[config.mk]
export PLATFORM = sky130hd
export DESIGN_NAME = char_lcd_nibble_number_writer_core_flat
export DESIGN_NICKNAME = d
export VERILOG_FILES = /design/src/lcdnw_pkg.sv /design/src/lcdnw_if.sv /design/src/lcdnw_front.sv /design/src/lcdnw_queue.sv /design/src/lcdnw_back.sv /design/src/char_lcd_nibble_number_writer_core.sv /design/src/flat_wrapper.sv
export SDC_FILE = /design/constraint.sdc
export NUM_CORES = 1
export LEC_CHECK = 0
export BUFFER_PORTS_ARGS = -buffer_cell sky130_fd_sc_hd__buf_4
export CAP_MARGIN = 20
export CORE_MARGIN = 3
export CORE_UTILIZATION = 65
export DETAILED_ROUTE_END_ITERATION = 7
export HOLD_SLACK_MARGIN = 0.03
export MAX_ROUTING_LAYER = met4
export PLACE_DENSITY = 0.86
export SLEW_MARGIN = 20
export SYNTH_ARGS = -nofsm -noshare
export SYNTH_HDL_FRONTEND = slang
export SYNTH_SLANG_ARGS = --single-unit
[constraint.sdc]
create_clock -name i_clk -period 7.7 [get_ports i_clk]
set_input_delay 0.385 -clock i_clk [delete_from_list [all_inputs] [get_ports i_clk]]
set_output_delay 0.385 -clock i_clk [all_outputs]
set_load 0.01 [all_outputs]
[src/lcdnw_pkg.sv]
// Shared types, constants and the divide-by-ten helper for the LCD nibble writer.
// Used by every module of the block; depends on nothing.
`timescale 1ns / 1ps

package lcdnw_pkg;

    // request selector codes
    localparam logic [1:0] CMD_COMMAND = 2'd0;
    localparam logic [1:0] CMD_DATA    = 2'd1;
    localparam logic [1:0] CMD_NUMBER  = 2'd2;

    // register-select values
    localparam logic RS_COMMAND = 1'b0;
    localparam logic RS_DATA    = 1'b1;

    // position command bases and characters
    localparam logic [7:0] ROW0_BASE  = 8'h80;
    localparam logic [7:0] ROW1_BASE  = 8'hC0;
    localparam logic [7:0] ASCII_ZERO = 8'h30;
    localparam logic [7:0] ASCII_DOT  = 8'h2E;

    // digits of a number: index 0 is the units, the top one the ten-thousands
    localparam int NUM_DIGITS = 5;
    localparam int NUM_DIV    = NUM_DIGITS - 1;

    // x / 10 == (x * 52429) >> 19 for every 16-bit x
    localparam logic [16:0] DIV10_MUL   = 17'd52429;
    localparam int          DIV10_SHIFT = 19;

    // nibble sequencing
    localparam int          STEP_W        = 4;
    localparam logic [STEP_W-1:0] NIB_LAST_BYTE = 4'd1;
    localparam logic [STEP_W-1:0] NIB_LAST_NUM  = 4'd13;

    // byte slots of a number request
    localparam logic [2:0] SLOT_POS   = 3'd0;
    localparam logic [2:0] SLOT_TTHOU = 3'd1;
    localparam logic [2:0] SLOT_THOU  = 3'd2;
    localparam logic [2:0] SLOT_HUND  = 3'd3;
    localparam logic [2:0] SLOT_TENS  = 3'd4;
    localparam logic [2:0] SLOT_DOT   = 3'd5;
    localparam logic [2:0] SLOT_UNITS = 3'd6;

    // queue between front and back
    localparam int QUEUE_DEPTH = 2;
    localparam int QPTR_W      = 1;
    localparam int QCNT_W      = 2;

    typedef enum logic [1:0] {
        KIND_CMD,
        KIND_DATA,
        KIND_NUM,
        KIND_NONE
    } t_kind;

    typedef struct packed {
        t_kind                         kind;
        logic [7:0]                    byte_val;
        logic [NUM_DIGITS-1:0][3:0]    digits;
    } t_job;

    typedef struct packed {
        t_kind                         kind;
        logic [7:0]                    byte_val;
        logic [15:0]                   rest;
        logic [NUM_DIV-1:0][3:0]       digits;
    } t_fstage;

    typedef struct packed {
        logic full;
        logic empty;
    } t_q_stat;

    typedef struct packed {
        logic [15:0] q;
        logic [3:0]  r;
    } t_split;

    function automatic t_split split10(input logic [15:0] x);
        logic [32:0] prod;
        logic [15:0] q;
        logic [15:0] q10;
        t_split      s;
        prod = 33'(x) * 33'(DIV10_MUL);
        q    = 16'(prod >> DIV10_SHIFT);
        q10  = (q << 3) + (q << 1);
        s.q  = q;
        s.r  = 4'(x - q10);
        return s;
    endfunction

endpackage

[src/lcdnw_if.sv]
// Valid/ready channel interfaces of the LCD nibble writer: requests in, nibbles out.
// Stand-alone; field widths follow the request and nibble formats.
`timescale 1ns / 1ps

interface lcdnw_req_if;
    logic        valid;
    logic        ready;
    logic [1:0]  cmd;
    logic [7:0]  byte_value;
    logic [5:0]  column;
    logic        row;
    logic [15:0] number;

    modport source (output valid, cmd, byte_value, column, row, number, input ready);
    modport sink   (input valid, cmd, byte_value, column, row, number, output ready);
endinterface

interface lcdnw_nib_if;
    logic       valid;
    logic       ready;
    logic       reg_select;
    logic [3:0] nibble;
    logic       last;

    modport source (output valid, reg_select, nibble, last, input ready);
    modport sink   (input valid, reg_select, nibble, last, output ready);
endinterface

[src/lcdnw_front.sv]
// Front end: accepts requests, classifies them, builds the position byte and
// splits the number into decimal digits in a divide-by-ten pipeline. Uses lcdnw_pkg.
`timescale 1ns / 1ps

module lcdnw_front import lcdnw_pkg::*; (
    input  logic            i_clk,
    input  logic            i_rst_n,
    lcdnw_req_if.sink       i_req,
    input  t_q_stat         i_q_stat,
    output logic            o_push,
    output t_job            o_job
);

    logic    [NUM_DIV:0] r_vld;
    t_fstage             r_stg [NUM_DIV+1];
    t_fstage             n_stg [NUM_DIV+1];
    t_split              div_res [NUM_DIV];
    logic                adv;
    logic                tail_drop;

    // requests with an unused selector flow through and are dropped here
    assign tail_drop = r_stg[NUM_DIV].kind == KIND_NONE;
    assign adv       = !r_vld[NUM_DIV] || tail_drop || !i_q_stat.full;
    assign o_push    = r_vld[NUM_DIV] && !tail_drop && !i_q_stat.full;

    assign i_req.ready = adv;

    assign o_job.kind     = r_stg[NUM_DIV].kind;
    assign o_job.byte_val = r_stg[NUM_DIV].byte_val;
    assign o_job.digits   = {r_stg[NUM_DIV].rest[3:0], r_stg[NUM_DIV].digits};

    always_comb begin
        n_stg[0].rest   = i_req.number;
        n_stg[0].digits = '0;
        unique case (i_req.cmd)
            CMD_COMMAND: begin
                n_stg[0].kind     = KIND_CMD;
                n_stg[0].byte_val = i_req.byte_value;
            end
            CMD_DATA: begin
                n_stg[0].kind     = KIND_DATA;
                n_stg[0].byte_val = i_req.byte_value;
            end
            CMD_NUMBER: begin
                n_stg[0].kind     = KIND_NUM;
                n_stg[0].byte_val = (i_req.row ? ROW1_BASE : ROW0_BASE)
                                    + {2'b00, i_req.column};
            end
            default: begin
                n_stg[0].kind     = KIND_NONE;
                n_stg[0].byte_val = i_req.byte_value;
            end
        endcase

        // each stage peels off one decimal digit, units first
        for (int k = 1; k <= NUM_DIV; k++) begin
            div_res[k-1]       = split10(r_stg[k-1].rest);
            n_stg[k]           = r_stg[k-1];
            n_stg[k].rest      = div_res[k-1].q;
            n_stg[k].digits[k-1] = div_res[k-1].r;
        end
    end

    always_ff @(posedge i_clk) begin
        if (!i_rst_n) begin
            r_vld <= '0;
        end else if (adv) begin
            r_vld <= {r_vld[NUM_DIV-1:0], i_req.valid};
        end
    end

    always_ff @(posedge i_clk) begin
        if (adv) begin
            for (int k = 0; k <= NUM_DIV; k++) begin
                r_stg[k] <= n_stg[k];
            end
        end
    end

    a_stall_only_when_blocked: assert property (@(posedge i_clk) disable iff (!i_rst_n)
        !adv |-> (r_vld[NUM_DIV] && i_q_stat.full))
        else $error("front pipeline stalled without a blocked tail");

endmodule

[src/lcdnw_queue.sv]
// Two-entry job queue between the front end and the nibble sequencer.
// Uses t_job and t_q_stat from lcdnw_pkg.
`timescale 1ns / 1ps

module lcdnw_queue import lcdnw_pkg::*; (
    input  logic        i_clk,
    input  logic        i_rst_n,
    input  logic        i_push,
    input  t_job        i_push_job,
    input  logic        i_pop,
    output t_q_stat     o_stat,
    output t_job        o_head
);

    t_job              r_mem [QUEUE_DEPTH];
    logic [QPTR_W-1:0] r_wr_ptr;
    logic [QPTR_W-1:0] r_rd_ptr;
    logic [QCNT_W-1:0] r_cnt;

    assign o_stat.full  = r_cnt == QCNT_W'(QUEUE_DEPTH);
    assign o_stat.empty = r_cnt == '0;
    assign o_head       = r_mem[r_rd_ptr];

    always_ff @(posedge i_clk) begin
        if (!i_rst_n) begin
            r_wr_ptr <= '0;
            r_rd_ptr <= '0;
            r_cnt    <= '0;
        end else begin
            if (i_push) begin
                r_wr_ptr <= r_wr_ptr + 1'b1;
            end
            if (i_pop) begin
                r_rd_ptr <= r_rd_ptr + 1'b1;
            end
            unique case ({i_push, i_pop})
                2'b10:   r_cnt <= r_cnt + 1'b1;
                2'b01:   r_cnt <= r_cnt - 1'b1;
                default: r_cnt <= r_cnt;
            endcase
        end
    end

    always_ff @(posedge i_clk) begin
        if (i_push) begin
            r_mem[r_wr_ptr] <= i_push_job;
        end
    end

    a_cnt_bound: assert property (@(posedge i_clk) disable iff (!i_rst_n)
        r_cnt <= QCNT_W'(QUEUE_DEPTH))
        else $error("queue count beyond depth");

    a_no_pop_empty: assert property (@(posedge i_clk) disable iff (!i_rst_n)
        i_pop |-> !o_stat.empty)
        else $error("queue popped while empty");

endmodule

[src/lcdnw_back.sv]
// Back end: walks each queued job nibble by nibble into the output register.
// Uses lcdnw_pkg and the lcdnw_nib_if channel.
`timescale 1ns / 1ps

module lcdnw_back import lcdnw_pkg::*; (
    input  logic        i_clk,
    input  logic        i_rst_n,
    input  t_q_stat     i_q_stat,
    input  t_job        i_head,
    output logic        o_pop,
    lcdnw_nib_if.source o_nib
);

    logic              r_busy;
    logic [STEP_W-1:0] r_step;
    t_job              r_job;
    logic              r_out_vld;
    logic              r_out_rs;
    logic [3:0]        r_out_nib;
    logic              r_out_last;

    t_job              cur;
    logic [STEP_W-1:0] step;
    logic [2:0]        slot;
    logic [7:0]        cur_byte;
    logic              cur_rs;
    logic              cur_last;
    logic              have;
    logic              out_free;
    logic              emit;

    assign cur      = r_busy ? r_job : i_head;
    assign step     = r_busy ? r_step : '0;
    assign slot     = step[STEP_W-1:1];
    assign have     = r_busy || !i_q_stat.empty;
    assign out_free = !r_out_vld || o_nib.ready;
    assign emit     = have && out_free;
    assign o_pop    = emit && !r_busy;
    assign cur_last = step == ((cur.kind == KIND_NUM) ? NIB_LAST_NUM : NIB_LAST_BYTE);

    always_comb begin
        cur_rs   = RS_DATA;
        cur_byte = cur.byte_val;
        if (cur.kind == KIND_NUM) begin
            unique case (slot)
                SLOT_POS: begin
                    cur_rs   = RS_COMMAND;
                    cur_byte = cur.byte_val;
                end
                SLOT_TTHOU: cur_byte = ASCII_ZERO | {4'h0, cur.digits[4]};
                SLOT_THOU:  cur_byte = ASCII_ZERO | {4'h0, cur.digits[3]};
                SLOT_HUND:  cur_byte = ASCII_ZERO | {4'h0, cur.digits[2]};
                SLOT_TENS:  cur_byte = ASCII_ZERO | {4'h0, cur.digits[1]};
                SLOT_DOT:   cur_byte = ASCII_DOT;
                SLOT_UNITS: cur_byte = ASCII_ZERO | {4'h0, cur.digits[0]};
                default:    cur_byte = ASCII_DOT;
            endcase
        end else if (cur.kind == KIND_CMD) begin
            cur_rs = RS_COMMAND;
        end
    end

    always_ff @(posedge i_clk) begin
        if (!i_rst_n) begin
            r_busy    <= 1'b0;
            r_step    <= '0;
            r_out_vld <= 1'b0;
        end else begin
            if (emit) begin
                r_busy <= !cur_last;
                r_step <= step + 1'b1;
            end
            if (out_free) begin
                r_out_vld <= have;
            end
        end
    end

    always_ff @(posedge i_clk) begin
        if (o_pop) begin
            r_job <= i_head;
        end
        if (emit) begin
            r_out_rs   <= cur_rs;
            r_out_nib  <= step[0] ? cur_byte[3:0] : cur_byte[7:4];
            r_out_last <= cur_last;
        end
    end

    assign o_nib.valid      = r_out_vld;
    assign o_nib.reg_select = r_out_rs;
    assign o_nib.nibble     = r_out_nib;
    assign o_nib.last       = r_out_last;

    a_busy_past_start: assert property (@(posedge i_clk) disable iff (!i_rst_n)
        r_busy |-> r_step != '0)
        else $error("sequencer busy at the first nibble");

    a_byte_job_short: assert property (@(posedge i_clk) disable iff (!i_rst_n)
        (r_busy && r_job.kind != KIND_NUM) |-> r_step == NIB_LAST_BYTE)
        else $error("byte job ran past its low nibble");

endmodule

[src/char_lcd_nibble_number_writer_core.sv]
// Character-LCD 4-bit bus writer: requests in, register-select tagged nibbles out.
//
// Channels: i_req carries one request (cmd, byte_value, column, row, number);
// o_nib carries one nibble (reg_select, nibble, last). Both move a request or a
// nibble at each rising edge where valid and ready are high.
// cmd 0 and cmd 1 give two nibbles, high first, to the command or data
// register. cmd 2 gives fourteen: the position command, then the digits as
// DDDD.D in ASCII. cmd 3 gives nothing. last marks the final nibble.
// Path: the first nibble of a request goes through the capture register on the
// accepting edge, then four divide-by-ten stages, the queue and the output
// register.
// Flow: one nibble per cycle from the single output register while o_nib.ready
// is high and a job is waiting; the input takes a request every cycle until the
// last digit stage holds a request that the full queue cannot take.
// Reset: clears the pipeline, queue and output register; no nibble is pending.
// Stall: while o_nib.ready is low the nibble holds, the sequencer waits, the
// queue fills, and then the whole digit pipeline holds with i_req.ready low.
`timescale 1ns / 1ps

module char_lcd_nibble_number_writer_core import lcdnw_pkg::*; (
    input  logic        i_clk,
    input  logic        i_rst_n,
    lcdnw_req_if.sink   i_req,
    lcdnw_nib_if.source o_nib
);

    logic    push;
    t_job    push_job;
    logic    pop;
    t_q_stat q_stat;
    t_job    head;

    lcdnw_front u_front (
        .i_clk    (i_clk),
        .i_rst_n  (i_rst_n),
        .i_req    (i_req),
        .i_q_stat (q_stat),
        .o_push   (push),
        .o_job    (push_job)
    );

    lcdnw_queue u_queue (
        .i_clk      (i_clk),
        .i_rst_n    (i_rst_n),
        .i_push     (push),
        .i_push_job (push_job),
        .i_pop      (pop),
        .o_stat     (q_stat),
        .o_head     (head)
    );

    lcdnw_back u_back (
        .i_clk    (i_clk),
        .i_rst_n  (i_rst_n),
        .i_q_stat (q_stat),
        .i_head   (head),
        .o_pop    (pop),
        .o_nib    (o_nib)
    );

endmodule

[src/flat_wrapper.sv]
// flat-port wrapper written by rule: the top's interface ports become plain ports
module char_lcd_nibble_number_writer_core_flat import lcdnw_pkg::*;
  (i_clk, i_rst_n, i_req_valid, i_req_cmd, i_req_byte_value, i_req_column, i_req_row, i_req_number, i_req_ready, o_nib_valid, o_nib_reg_select, o_nib_nibble, o_nib_last, o_nib_ready);
  lcdnw_req_if i_req_i ();
  lcdnw_nib_if o_nib_i ();
  input  logic i_clk;
  input  logic i_rst_n;
  input wire logic [$bits(i_req_i.valid)-1:0] i_req_valid;
  input wire logic [$bits(i_req_i.cmd)-1:0] i_req_cmd;
  input wire logic [$bits(i_req_i.byte_value)-1:0] i_req_byte_value;
  input wire logic [$bits(i_req_i.column)-1:0] i_req_column;
  input wire logic [$bits(i_req_i.row)-1:0] i_req_row;
  input wire logic [$bits(i_req_i.number)-1:0] i_req_number;
  output wire logic [$bits(i_req_i.ready)-1:0] i_req_ready;
  output wire logic [$bits(o_nib_i.valid)-1:0] o_nib_valid;
  output wire logic [$bits(o_nib_i.reg_select)-1:0] o_nib_reg_select;
  output wire logic [$bits(o_nib_i.nibble)-1:0] o_nib_nibble;
  output wire logic [$bits(o_nib_i.last)-1:0] o_nib_last;
  input wire logic [$bits(o_nib_i.ready)-1:0] o_nib_ready;
  assign i_req_i.valid = i_req_valid;
  assign i_req_i.cmd = i_req_cmd;
  assign i_req_i.byte_value = i_req_byte_value;
  assign i_req_i.column = i_req_column;
  assign i_req_i.row = i_req_row;
  assign i_req_i.number = i_req_number;
  assign i_req_ready = i_req_i.ready;
  assign o_nib_valid = o_nib_i.valid;
  assign o_nib_reg_select = o_nib_i.reg_select;
  assign o_nib_nibble = o_nib_i.nibble;
  assign o_nib_last = o_nib_i.last;
  assign o_nib_i.ready = o_nib_ready;
  char_lcd_nibble_number_writer_core u_core (.i_clk(i_clk), .i_rst_n(i_rst_n), .i_req(i_req_i), .o_nib(o_nib_i));
endmodule
==> results.md <==
- Status: finished, final reports clean
- Congestion Overflow GR: 0
- Avg WL per Cell: 19.09 um
- Crit path cell chain: ha_1 -> inv_1 -> fa_1 -> inv_1 -> fa_1 -> fa_1 -> fa_1 -> inv_1 -> fa_1 -> inv_1 -> ha_1 -> a21oi_1 -> o21ai_0 -> nor4_1 -> a211oi_1 -> o211ai_1 -> a21boi_0 -> nor4_1 -> a311oi_1
- Net Count, Synth: about 2700
- Drt drc: 0
- Mean number of vias per cell: 5.630
- H-tree levels: 1
- Hold path depth: 2
- CTS tree: done
- Most used cell, CP: fa_1
- Netlist cell types: 63
- Die Span X: 197.8 um
- Ratio of cells with drive above 1 in the final layout: under 10%
- Setup TNS: 0 ns
- Largest net degree at the start of global routing: 80
- Gr usage total: 26.41%
- Synth top area cells: edfxtp_1 (31%), ha_1 (25%), fa_1 (22%)
- Area grow syn2layout: 8.595%
- Final WL: 48.35 mm
- Type of origin of the critical path: flop
- Row Count: 69
- Crit share post-route: 83.03%
- Worst-path fanout max: 6
- Max-cap violation count: 0
- Worst EP arrival: 6.77 ns
- CP Data Required Time: 8.07 ns
- Detailed-router iteration count before antenna repair: 5
- Worst slew margin: 29.08%
- Post-synth EDFFs: 245
- Layout Nets: around 2800
- Worst-Margin Slew: 1.064 ns
- Clk root buf: clkbuf_16
- Port bufs: 44
- Crit-path max cell delay: 0.64 ns
- Worst R2R Setup Slack: 1.31 ns
- Worst Setup End Kind: flop
- Max clock buf depth: 3
- Area of the die: 39130 um2
- Yosys top cell by area: edfxtp_1
- DR vias: 14260
- Slowest library cell on the worst path: a211oi_1
- Layout Utilization: 72.32%
- Synth Flop Type: edfxtp_1
- Vias in the first global route: 15860
- GP Congestion: 0.9272
- Setup Buffers After CTS: 0
- Hold Startpoint: i_req_byte_value[7]
- Min-Delay Path Class: in2reg
- Skew-Pair Late Insertion Delay: 0.57 ns
- Antenna cells: 0
- Final HPWL DP: 38.64 mm
- Post-route ant nets: 0
- RR Startpoint: u_core.u_front.r_stg[0][19]
- Tmin final: around 6.4 ns
- Clock skew: between 0.015 and 0.02 ns
- Core box area: 35910 um2
- # setup viols final: 0
- Worst hold endpoint: u_core.u_front.r_stg[0][39]
- Worst r2r path cells: 19
- # IOs: 45
- Post-synthesis sequential area ratio: 32.10%
- Max Freq: 0.1564 GHz
- Critical path class: reg2reg
- FF-to-FF End: u_core.u_front.r_stg[0][70]
- Post-Synthesis Cell Area: 23920 um2
- Synth async-reset ratio: 0%
- RSZ-0062 raised after global routing: false
- Avg Inst Size Synth: approximately 12 um2
- First-pass GRT wire length: 79.35 mm
- Die Ht: 197.8 um
- #FFs+latches synth: 261
- Initial Utilization: about two thirds
- Initial drt markers: approximately 690
- Top cells by count, synth: inv_1 (491), ha_1 (479), fa_1 (258)
- Most common cell in the netlist: inv_1
- CTS sink cnt: 261
- Post-synth top area share: between 30% and 40%
- Total CTS buffers: 28
- Final slew viol count: 0
- Final hold violations: 0
- Clock-pin slew on the worst setup and hold paths: 0.07 ns
- Initial antenna violation count: 0
- Synth warnings: 0
- Syn Inst Count: 1967
state kept, by name, summed over array words and instances, names as in the netlist, named ones only:
register	cells
u_core.u_back.o_nib.valid	1
u_core.u_back.r_step	4
u_core.u_back.r_busy	1
u_core.u_back.r_job	30
u_core.u_queue.r_cnt	2
u_core.u_back.o_nib.last	1
u_core.u_queue.r_rd_ptr	1
u_core.u_front.r_vld	5
u_core.u_queue.r_mem	60
u_core.u_back.o_nib.reg_select	1
u_core.u_front.r_stg	149
u_core.u_back.o_nib.nibble	4
u_core.u_queue.r_wr_ptr	1
worst max-delay path, delay by kind of cell (launching register included):
kind                       cells  cell delay (ns)
DFF                            1             0.53
adders and majority gates      7             3.13
buffers and inverters          4             0.22
AOI/OAI and AO/OA              6             2.04
and+or+nand+nor                2             0.26
how the worst max path moves through the flow:
stage | from | endpoint | slack [ns] | cells past startpoint
final | u_core.u_front.r_stg[0][19] | u_core.u_front.r_stg[0][70] | 1.31 | 19
after global routing | u_core.u_front.r_stg[0][19] | u_core.u_front.r_stg[0][70] | 0.85 | 19
after CTS | u_core.u_front.r_stg[0][17] | u_core.u_front.r_stg[0][70] | 1.31 | 19
after detailed placement | u_core.u_front.r_stg[0][19] | u_core.u_front.r_stg[0][70] | 1.43 | 19
after global placement | u_core.u_front.r_stg[0][17] | u_core.u_front.r_stg[0][70] | 1.62 | 19
after floorplan | u_core.u_front.r_stg[0][208] | u_core.u_front.r_stg[0][100] | 1.93 | 2
logic make-up (layout without fill, tap and decap cells):
family,after synthesis,in the layout,share of synthesized area (%)
simple gates,174,174,3.657
fa+ha+maj,737,737,46.65
buf+inv,505,610,7.925
xor+xnor,69,69,2.584
flops,261,261,32.10
compound gates,172,172,4.834
mux,49,49,2.249
timing repair:
item | CTS | global route
hold buffers | 18 | 0
endpoints found under the hold margin | 18 | 0
gates resized for setup | 0 | 0
metrics by stage:
step	area [um2]	cells	setup WS (ns)	hold WS (ns)
global route	25970	2533	0.8494	0.04802
floorplan	23920	1967	1.931	0.4003
detailed placement	24830	2464	1.431	0.4045
global placement	24830	2464	1.624	0.4006
finish	25970	2533	1.307	0.07054
CTS	25970	2533	1.306	0.04408
area by class of cell:
class	count	area (um2)
Fill cell	2339	9941
Clock buffer	32	715.7
Sequential cell	261	7677
Clock inverter	19	245.2
Tap cell	461	576.8
Multi-Input combinational cell	1201	14360
Timing Repair Buffer	68	555.5
Inverter	491	1843
cell usage in the layout (no fill, tap or decap), drive strengths merged, types with 13 or more instances in the layout:
cell | netlist | routed
inv | 491 | 496
ha | 479 | 479
fa | 258 | 258
edfxtp | 245 | 245
buf | 4 | 50
nor2 | 49 | 49
xnor2 | 46 | 46
a21oi | 43 | 43
mux2 | 38 | 38
o21ai | 35 | 35
nand2 | 34 | 34
clkbuf | 10 | 32
xor2 | 22 | 22
dlygate4sd3 | 0 | 18
dfxtp | 16 | 16
nor2b | 13 | 13
nor3 | 13 | 13
a211oi | 13 | 13
a21o | 13 | 13
routing by layer:
layer | GRT usage [%] | wire length [um]
met5 | - | 0
met3 | 3.233 | 1749
met2 | 46.98 | 25290
met4 | 8.021 | 1659
met1 | 31.73 | 19660
Power is not shown: default switching activity piles up to over one toggle a cycle in this logic, so the estimate is an artifact.
